File: config.mk
export PLATFORM = sky130hd
export DESIGN_NAME = argument_string_tokenizer_flat
export DESIGN_NICKNAME = d
export VERILOG_FILES = /design/src/design/ast_pkg.sv /design/src/design/ast_if.sv /design/src/design/ast_parse.sv /design/src/design/argument_string_tokenizer.sv /design/src/flat_wrapper.sv
export VERILOG_INCLUDE_DIRS = /design/src /design/src/design
export SDC_FILE = /design/constraint.sdc
export NUM_CORES = 1
export LEC_CHECK = 0
export BUFFER_PORTS_ARGS = -buffer_cell sky130_fd_sc_hd__buf_2
export CAP_MARGIN = 20
export CELL_PAD_IN_SITES_DETAIL_PLACEMENT = 0
export CELL_PAD_IN_SITES_GLOBAL_PLACEMENT = 1
export CORE_MARGIN = 2
export CORE_UTILIZATION = 45
export DETAILED_ROUTE_END_ITERATION = 10
export PLACE_DENSITY = 0.87
export REMOVE_ABC_BUFFERS = 1
export SYNTH_ARGS = -nofsm -noshare
export SYNTH_HDL_FRONTEND = slang
export SYNTH_SLANG_ARGS = --single-unit
File: constraint.sdc
create_clock -name clk_i -period 8.46 [get_ports clk_i]
set_clock_uncertainty 0.05 [all_clocks]
set_input_delay 1.692 -clock clk_i [delete_from_list [all_inputs] [get_ports clk_i]]
set_output_delay 1.692 -clock clk_i [all_outputs]
set_load 0.05 [all_outputs]
File: src/design/assert_macros.svh
// Assertion macros shared by the tokenizer RTL.
// Every macro samples on clk_i and is disabled while rst_ni is low.
`ifndef ASSERT_MACROS_SVH
`define ASSERT_MACROS_SVH

// A property that must hold at every clock edge outside reset.
`define AST_ASSERT(label, prop, msg) \
  label: assert property (@(posedge clk_i) disable iff (!rst_ni) (prop)) else $error(msg);

// The consequent must hold in the cycle after the antecedent.
`define AST_ASSERT_NEXT(label, ante, cons, msg) \
  label: assert property (@(posedge clk_i) disable iff (!rst_ni) (ante) |=> (cons)) \
    else $error(msg);

// The consequent must hold in the same cycle as the antecedent.
`define AST_ASSERT_SAME(label, ante, cons, msg) \
  label: assert property (@(posedge clk_i) disable iff (!rst_ni) (ante) |-> (cons)) \
    else $error(msg);

`endif

File: src/design/ast_pkg.sv
// Package for the argument string tokenizer: widths, character codes,
// result kinds, status codes and the structs passed between modules.
// No dependencies.
package ast_pkg;

  localparam int CHAR_W = 8;
  localparam int CNT_W  = 6;

  // Highest argument count, program name included.
  localparam logic [CNT_W-1:0] ARG_LIMIT = 6'd32;

  localparam logic [CHAR_W-1:0] CH_SPACE  = 8'h20;
  localparam logic [CHAR_W-1:0] CH_TAB    = 8'h09;
  localparam logic [CHAR_W-1:0] CH_CR     = 8'h0D;
  localparam logic [CHAR_W-1:0] CH_LF     = 8'h0A;
  localparam logic [CHAR_W-1:0] CH_SQUOTE = 8'h27;
  localparam logic [CHAR_W-1:0] CH_DQUOTE = 8'h22;
  localparam logic [CHAR_W-1:0] CH_BSLASH = 8'h5C;

  localparam logic [CHAR_W-1:0] STATUS_SUCCESS    = 8'd0;
  localparam logic [CHAR_W-1:0] STATUS_TOO_MANY   = 8'd1;
  localparam logic [CHAR_W-1:0] STATUS_OPEN_QUOTE = 8'd2;

  typedef enum logic [1:0] {
    KIND_BYTE   = 2'd0,
    KIND_END    = 2'd1,
    KIND_STATUS = 2'd2
  } kind_e;

  typedef enum logic [1:0] {
    QUOTE_NONE   = 2'd0,
    QUOTE_SINGLE = 2'd1,
    QUOTE_DOUBLE = 2'd2
  } quote_e;

  typedef struct packed {
    quote_e           qmode;
    logic             in_tok;
    logic             esc;
    logic [CNT_W-1:0] cnt;
    logic             err;
  } ast_state_t;

  localparam ast_state_t STATE_RESET = '{
    qmode:  QUOTE_NONE,
    in_tok: 1'b0,
    esc:    1'b0,
    cnt:    6'd1,
    err:    1'b0
  };

  typedef struct packed {
    kind_e             kind;
    logic [CHAR_W-1:0] value;
  } ast_res_t;

  // All results caused by one input byte; slot 0 leaves first.
  typedef struct packed {
    logic [1:0]         num;
    ast_res_t [2:0]     res;
    logic [CNT_W-1:0]   count;
  } ast_bundle_t;

  function automatic logic is_sep(input logic [CHAR_W-1:0] c);
    logic r;
    case (c) inside
      CH_SPACE, CH_TAB, CH_CR, CH_LF: r = 1'b1;
      default:                        r = 1'b0;
    endcase
    return r;
  endfunction

endpackage

File: src/design/ast_if.sv
// Stream interfaces of the argument string tokenizer: one for text bytes,
// one for results. Depends on ast_pkg.
interface ast_in_if import ast_pkg::*; ();
  logic              valid;
  logic              ready;
  logic [CHAR_W-1:0] ch;
  logic              end_of_text;

  modport source (output valid, output ch, output end_of_text, input ready);
  modport sink   (input valid, input ch, input end_of_text, output ready);
endinterface

interface ast_out_if import ast_pkg::*; ();
  logic              valid;
  logic              ready;
  logic [1:0]        kind;
  logic [CHAR_W-1:0] value;
  logic [CNT_W-1:0]  arg_count;
  logic              last_of_run;

  modport source (output valid, output kind, output value, output arg_count,
                  output last_of_run, input ready);
  modport sink   (input valid, input kind, input value, input arg_count,
                  input last_of_run, output ready);
endinterface

File: src/design/ast_parse.sv
// Per-byte tokenizer step: next state and the bundle of results for one item.
// Purely combinational. Depends on ast_pkg.
module ast_parse import ast_pkg::*; (
  input  ast_state_t        state_i,
  input  logic [CHAR_W-1:0] ch_i,
  input  logic              end_of_text_i,
  output ast_state_t        state_o,
  output ast_bundle_t       bundle_o
);

  ast_state_t        st;
  ast_bundle_t       bun;
  logic [1:0]        n;
  logic [CHAR_W-1:0] qch;

  always_comb begin
    st  = state_i;
    bun = '0;
    n   = 2'd0;
    qch = (state_i.qmode == QUOTE_SINGLE) ? CH_SQUOTE : CH_DQUOTE;
    bun.count = state_i.cnt;

    if (end_of_text_i) begin
      // The end marker always returns to the reset state.
      if (!state_i.err) begin
        if (state_i.esc) begin
          bun.res[n] = '{kind: KIND_BYTE, value: CH_BSLASH};
          n = n + 2'd1;
        end
        if (state_i.qmode != QUOTE_NONE) begin
          bun.res[n] = '{kind: KIND_STATUS, value: STATUS_OPEN_QUOTE};
          n = n + 2'd1;
        end else begin
          if (state_i.in_tok) begin
            bun.res[n] = '{kind: KIND_END, value: '0};
            n = n + 2'd1;
          end
          bun.res[n] = '{kind: KIND_STATUS, value: STATUS_SUCCESS};
          n = n + 2'd1;
        end
      end
      st = STATE_RESET;
    end else if (!state_i.err) begin
      if (state_i.esc) begin
        st.esc = 1'b0;
        bun.res[n] = '{kind: KIND_BYTE, value: ch_i};
        n = n + 2'd1;
      end else if (state_i.qmode != QUOTE_NONE) begin
        if (ch_i == qch) begin
          st.qmode = QUOTE_NONE;
        end else if (ch_i == CH_BSLASH) begin
          st.esc = 1'b1;
        end else begin
          bun.res[n] = '{kind: KIND_BYTE, value: ch_i};
          n = n + 2'd1;
        end
      end else if (is_sep(ch_i)) begin
        if (state_i.in_tok) begin
          st.in_tok = 1'b0;
          bun.res[n] = '{kind: KIND_END, value: '0};
          n = n + 2'd1;
        end
      end else if (!state_i.in_tok && (state_i.cnt >= ARG_LIMIT)) begin
        // A new token past the limit ends the string with an error.
        st.err = 1'b1;
        bun.res[n] = '{kind: KIND_STATUS, value: STATUS_TOO_MANY};
        n = n + 2'd1;
      end else begin
        if (!state_i.in_tok) begin
          st.in_tok = 1'b1;
          st.cnt    = state_i.cnt + 6'd1;
        end
        if (ch_i == CH_SQUOTE) begin
          st.qmode = QUOTE_SINGLE;
        end else if (ch_i == CH_DQUOTE) begin
          st.qmode = QUOTE_DOUBLE;
        end else if (ch_i == CH_BSLASH) begin
          st.esc = 1'b1;
        end else begin
          bun.res[n] = '{kind: KIND_BYTE, value: ch_i};
          n = n + 2'd1;
        end
      end
    end
    bun.num  = n;
    state_o  = st;
    bundle_o = bun;
  end

endmodule

File: src/design/argument_string_tokenizer.sv
// Top level of the argument string tokenizer: parser state, a two-entry
// result buffer and the result serializer. Depends on ast_pkg, ast_if, ast_parse.
// A byte request is taken in any cycle in which the result buffer has a free
// entry, so a stream whose results are taken promptly runs at one byte per
// clock. Each byte yields zero to three results (token bytes, token ends and a
// final status), which leave on the output one per cycle while out_o.ready is
// high, so the output port sets the sustained rate: a byte with k results holds
// it until all have left, and the two buffered groups absorb the difference.
module argument_string_tokenizer import ast_pkg::*; (
  input  logic      clk_i,
  input  logic      rst_ni,
  ast_in_if.sink    in_i,
  ast_out_if.source out_o
);

`include "assert_macros.svh"

  // Parser state, updated once per accepted byte request.
  ast_state_t  state_q;
  ast_state_t  state_d;
  ast_bundle_t bun_d;

  // Two result groups in a small ring; idx_q walks the results of the head.
  ast_bundle_t bun_q [2];
  logic        wr_ptr_q;
  logic        rd_ptr_q;
  logic [1:0]  fill_q;
  logic [1:0]  idx_q;

  logic        in_acc;
  logic        out_acc;
  logic        push;
  logic        pop;
  ast_bundle_t head;
  ast_res_t    head_res;
  logic        head_last;

  ast_parse u_parse (
    .state_i       (state_q),
    .ch_i          (in_i.ch),
    .end_of_text_i (in_i.end_of_text),
    .state_o       (state_d),
    .bundle_o      (bun_d)
  );

  // The input side only looks at buffer occupancy, so it never waits on the
  // output side combinationally.
  assign in_i.ready = (fill_q != 2'd2);
  assign in_acc     = in_i.valid & in_i.ready;
  // Bytes that cause no result leave nothing in the buffer.
  assign push       = in_acc & (bun_d.num != 2'd0);

  assign head      = bun_q[rd_ptr_q];
  assign head_res  = head.res[idx_q];
  assign head_last = (idx_q == (head.num - 2'd1));

  assign out_o.valid       = (fill_q != 2'd0);
  assign out_o.kind        = head_res.kind;
  assign out_o.value       = head_res.value;
  assign out_o.arg_count   = (head_res.kind == KIND_STATUS) ? head.count : '0;
  assign out_o.last_of_run = head_last;

  assign out_acc = out_o.valid & out_o.ready;
  assign pop     = out_acc & head_last;

  always_ff @(posedge clk_i or negedge rst_ni) begin
    if (!rst_ni) begin
      state_q <= STATE_RESET;
    end else if (in_acc) begin
      state_q <= state_d;
    end
  end

  always_ff @(posedge clk_i or negedge rst_ni) begin
    if (!rst_ni) begin
      wr_ptr_q <= 1'b0;
      rd_ptr_q <= 1'b0;
      fill_q   <= 2'd0;
      idx_q    <= 2'd0;
    end else begin
      if (push) begin
        wr_ptr_q <= ~wr_ptr_q;
      end
      if (pop) begin
        rd_ptr_q <= ~rd_ptr_q;
      end
      case ({push, pop})
        2'b10:   fill_q <= fill_q + 2'd1;
        2'b01:   fill_q <= fill_q - 2'd1;
        default: fill_q <= fill_q;
      endcase
      if (out_acc) begin
        idx_q <= head_last ? 2'd0 : (idx_q + 2'd1);
      end
    end
  end

  // Result payload holds no control information and needs no reset.
  always_ff @(posedge clk_i) begin
    if (push) begin
      bun_q[wr_ptr_q] <= bun_d;
    end
  end

  `AST_ASSERT(a_fill_range, fill_q != 2'd3, "result buffer overfilled")
  `AST_ASSERT_SAME(a_idx_in_group, out_o.valid, idx_q < head.num, "result index past group")
  `AST_ASSERT_SAME(a_status_last, out_o.valid && (head_res.kind == KIND_STATUS),
                   head_last, "final status is not the last result of its byte")
  `AST_ASSERT_NEXT(a_end_resets, in_acc && in_i.end_of_text,
                   state_q == STATE_RESET, "end of text did not restore the reset state")
  `AST_ASSERT_SAME(a_err_silent, in_acc && state_q.err && !in_i.end_of_text,
                   bun_d.num == 2'd0, "results produced after an error")

endmodule

File: src/flat_wrapper.sv
// flat-port wrapper written by rule: the top's interface ports become plain ports
module argument_string_tokenizer_flat import ast_pkg::*;
  (clk_i, rst_ni, in_i_valid, in_i_ch, in_i_end_of_text, in_i_ready, out_o_valid, out_o_kind, out_o_value, out_o_arg_count, out_o_last_of_run, out_o_ready);
  ast_in_if in_i_i ();
  ast_out_if out_o_i ();
  input  logic clk_i;
  input  logic rst_ni;
  input wire logic [$bits(in_i_i.valid)-1:0] in_i_valid;
  input wire logic [$bits(in_i_i.ch)-1:0] in_i_ch;
  input wire logic [$bits(in_i_i.end_of_text)-1:0] in_i_end_of_text;
  output wire logic [$bits(in_i_i.ready)-1:0] in_i_ready;
  output wire logic [$bits(out_o_i.valid)-1:0] out_o_valid;
  output wire logic [$bits(out_o_i.kind)-1:0] out_o_kind;
  output wire logic [$bits(out_o_i.value)-1:0] out_o_value;
  output wire logic [$bits(out_o_i.arg_count)-1:0] out_o_arg_count;
  output wire logic [$bits(out_o_i.last_of_run)-1:0] out_o_last_of_run;
  input wire logic [$bits(out_o_i.ready)-1:0] out_o_ready;
  assign in_i_i.valid = in_i_valid;
  assign in_i_i.ch = in_i_ch;
  assign in_i_i.end_of_text = in_i_end_of_text;
  assign in_i_ready = in_i_i.ready;
  assign out_o_valid = out_o_i.valid;
  assign out_o_kind = out_o_i.kind;
  assign out_o_value = out_o_i.value;
  assign out_o_arg_count = out_o_i.arg_count;
  assign out_o_last_of_run = out_o_i.last_of_run;
  assign out_o_i.ready = out_o_ready;
  argument_string_tokenizer u_core (.clk_i(clk_i), .rst_ni(rst_ni), .in_i(in_i_i), .out_o(out_o_i));
endmodule
==> reports/results.ini <==
[route]
detail_route.first_pass.iterations = 4
wl_um = 6200
viasPerCell = 5.51
drc_errors = 0
vias = 2180
drtIter0Drc = 145
route.antenna.remaining_nets = 0
wl_per_cell_um = 15.6

[critical_path]
r2r_slack_ns = 5.60
end_kind = primary output
critPathLaunchType = register
crit_type = reg -> out
arrival_ns = 2.36
cp_max_fo = 14
critPathRequiredTime_ns = 6.72

[layout]
fin_area_mm2 = 0.00350
drive_gt1_share_pct = 20.6
layout.nets = 332
fillerInstances = 605
syn_to_final_growth_pct = 14.3
insertedDiodeCount = 0

[synth]
synth_cells = 277
syn_avg_cell_area_um2 = 11.0
syn_area_mm2 = 0.00306
seq_area_frac_synth_pct = 55.2
synth_cell_types = 51
synthTopCellsByCount = nor2_1, edfxtp_1, mux2i_1
synth_ff_type = edfxtp_1
synth_edf_count = 42
ys_async_sr_fraction_pct = 28.8
synth_warnings = 0
ys_ff_latch = 59
synth_most_common_cell = nor2_1
synth_top_cell_by_area = edfxtp_1
synthTopCellsByArea = edfxtp_1, dfrtp_1, nor2_1
yosys.area.top_type_share_pct = 41.2

[placed_design]
port_buffers = 31
place_congestion = 0.848
dp_hpwl_um = 4390
dpl-instance-area_mm2 = 0.00329

[floorplan]
placementRows = 30
die_y_um = 86.5
io_pins = 32
die_area_mm2 = 0.00747
dieWidth_um = 86.5
start_util_pct = 45.8
core-area_mm2 = 0.00668

[clock_tree]
ctsHoldBuffers = 0
cts_tree = yes
numCtsBuffers = 9
post_cts_resized = 0
clockBufferDepth = 2
clkTransAtPathRegs_ns = 0.07
cts_sinks = 59
htreeDepth = 3
cts.root.buffer_cell = clkbuf_8
clock_latency_ns = 0.34
post_cts_buffers = 0

[grt]
grt_pass1_wl_um = 10100
track_usage_pct = 17.8
antenna_found_initial = 0
grt_overflow = 0
grt_max_degree = 23
grt_pass1_vias = 2110

[sta]
post-route-min-period_ns = 4.11
tightest_slew_ns = 0.823
setup_viol_count_final = 0
setup_tns_ns = 0
period_share_pct = 48.5
hold_viol = 0
rsz0062_at_grt = no
fmax_ghz = 0.244
slew_violations = 0
relSlewSlack_pct = 45.0

[power]
irDropWorstVdd_mv = 0.104
p_leak_nw = 1.43
power_density_mw_per_mm2 = 377

[worst_hold_path]
min_path_type = reg -> reg

[outcome]
status = complete, no violations

[job]
drv_cap = 0

## final timing paths
check	start	end	depth (start not counted)
worst max-delay path	u_core.rd_ptr_q$_DFFE_PN0P_	out_o_last_of_run	6
worst min-delay path	u_core.wr_ptr_q$_DFFE_PN0N_	u_core.wr_ptr_q$_DFFE_PN0N_	1
worst max register to register	u_core.state_q[10]$_DFFE_PN0P_	u_core.bun_q[1][10]$_DFFE_PP_	7
worst min register to register	u_core.wr_ptr_q$_DFFE_PN0N_	u_core.wr_ptr_q$_DFFE_PN0N_	1
max in group asynchronous	rst_ni	u_core.state_q[1]$_DFFE_PN1P_	1
min in group asynchronous	rst_ni	u_core.idx_q[0]$_DFFE_PN0P_	1
## cell families after synthesis
kind of cell | synth area share [%]
AND/OR/NAND/NOR | 18.2
XOR/XNOR | 2.29
buffers and inverters | 2.62
multiplexers | 8.14
adder cells (fa/ha/maj) | 2.86
AO/OA/AOI/OAI | 10.8
flip-flops | 55.2
## cells in the final DEF (no fill, tap or decap), types with 2 or more instances in the layout
cell / n
and2_1: 3
dfrtp_1: 16
a211oi_1: 4
or2_2: 5
o22ai_1: 4
ha_1: 7
nor2_1: 52
and3b_1: 2
a21boi_0: 2
edfxtp_1: 42
nand2_1: 13
clkbuf_8: 9
nor2b_1: 3
mux2_2: 5
inv_1: 10
xor2_1: 4
xnor2_1: 4
o211ai_1: 3
nor3_1: 8
a21oi_1: 9
nor3b_1: 2
clkinv_2: 3
nand3b_1: 2
nand4_1: 2
nand3_1: 11
buf_4: 2
buf_2: 31
o21ai_0: 10
nand2b_1: 3
o2111ai_1: 2
mux2i_1: 17
## layer usage
layer	track usage, %	routed length, um	vias to the layer above
met5	0	0	-
met4	7.95	125	0
met3	4.67	274	13
met2	28.3	3030	46
met1	23.1	2770	1044
li1	-	-	1077
## worst max-delay path, cell delays in order (launching register included)
cell and delay (ns):
dfrtp_1 0.68, buf_16 0.22, mux2i_1 0.24, xor2_1 0.18, mux2_2 0.37, inv_1 0.07
buf_2 0.25
## final cells by class
cell class,instances,area (um^2),area share (%)
Timing Repair Buffer,34,198,5.65
Multi-Input combinational cell,198,1290,36.9
Clock buffer,9,124,3.54
Tap cell,80,100,2.86
Clock inverter,6,57.6,1.65
Inverter,10,37.5,1.07
Sequential cell,59,1690,48.3
## power by group
group	switching (mW)	internal [mW]
logic	0.414	0.192
clock network	0.107	0.132
registers	0.0613	0.412
total	0.582	0.736
## flip-flops by register name, indices dropped and copies added (netlist names)
signal	count
u_core.fill_q	2
u_core.idx_q	2
u_core.bun_q	42
u_core.state_q	11
u_core.wr_ptr_q	1
u_core.rd_ptr_q	1
## metrics by stage
stage	setup slack (ns)	std cells	power, mW	utilization, %	hold slack (ns)
floorplan	3.63	267	0.932	-	0.407
global placement	4.46	380	1.06	49.2	0.429
detailed placement	4.44	380	1.07	49.2	0.436
CTS	4.05	395	1.32	51.9	0.449
global route	4.23	396	1.40	52.3	0.473
finish	4.35	396	1.32	52.3	0.453
Power figures use the tool's default switching activity.
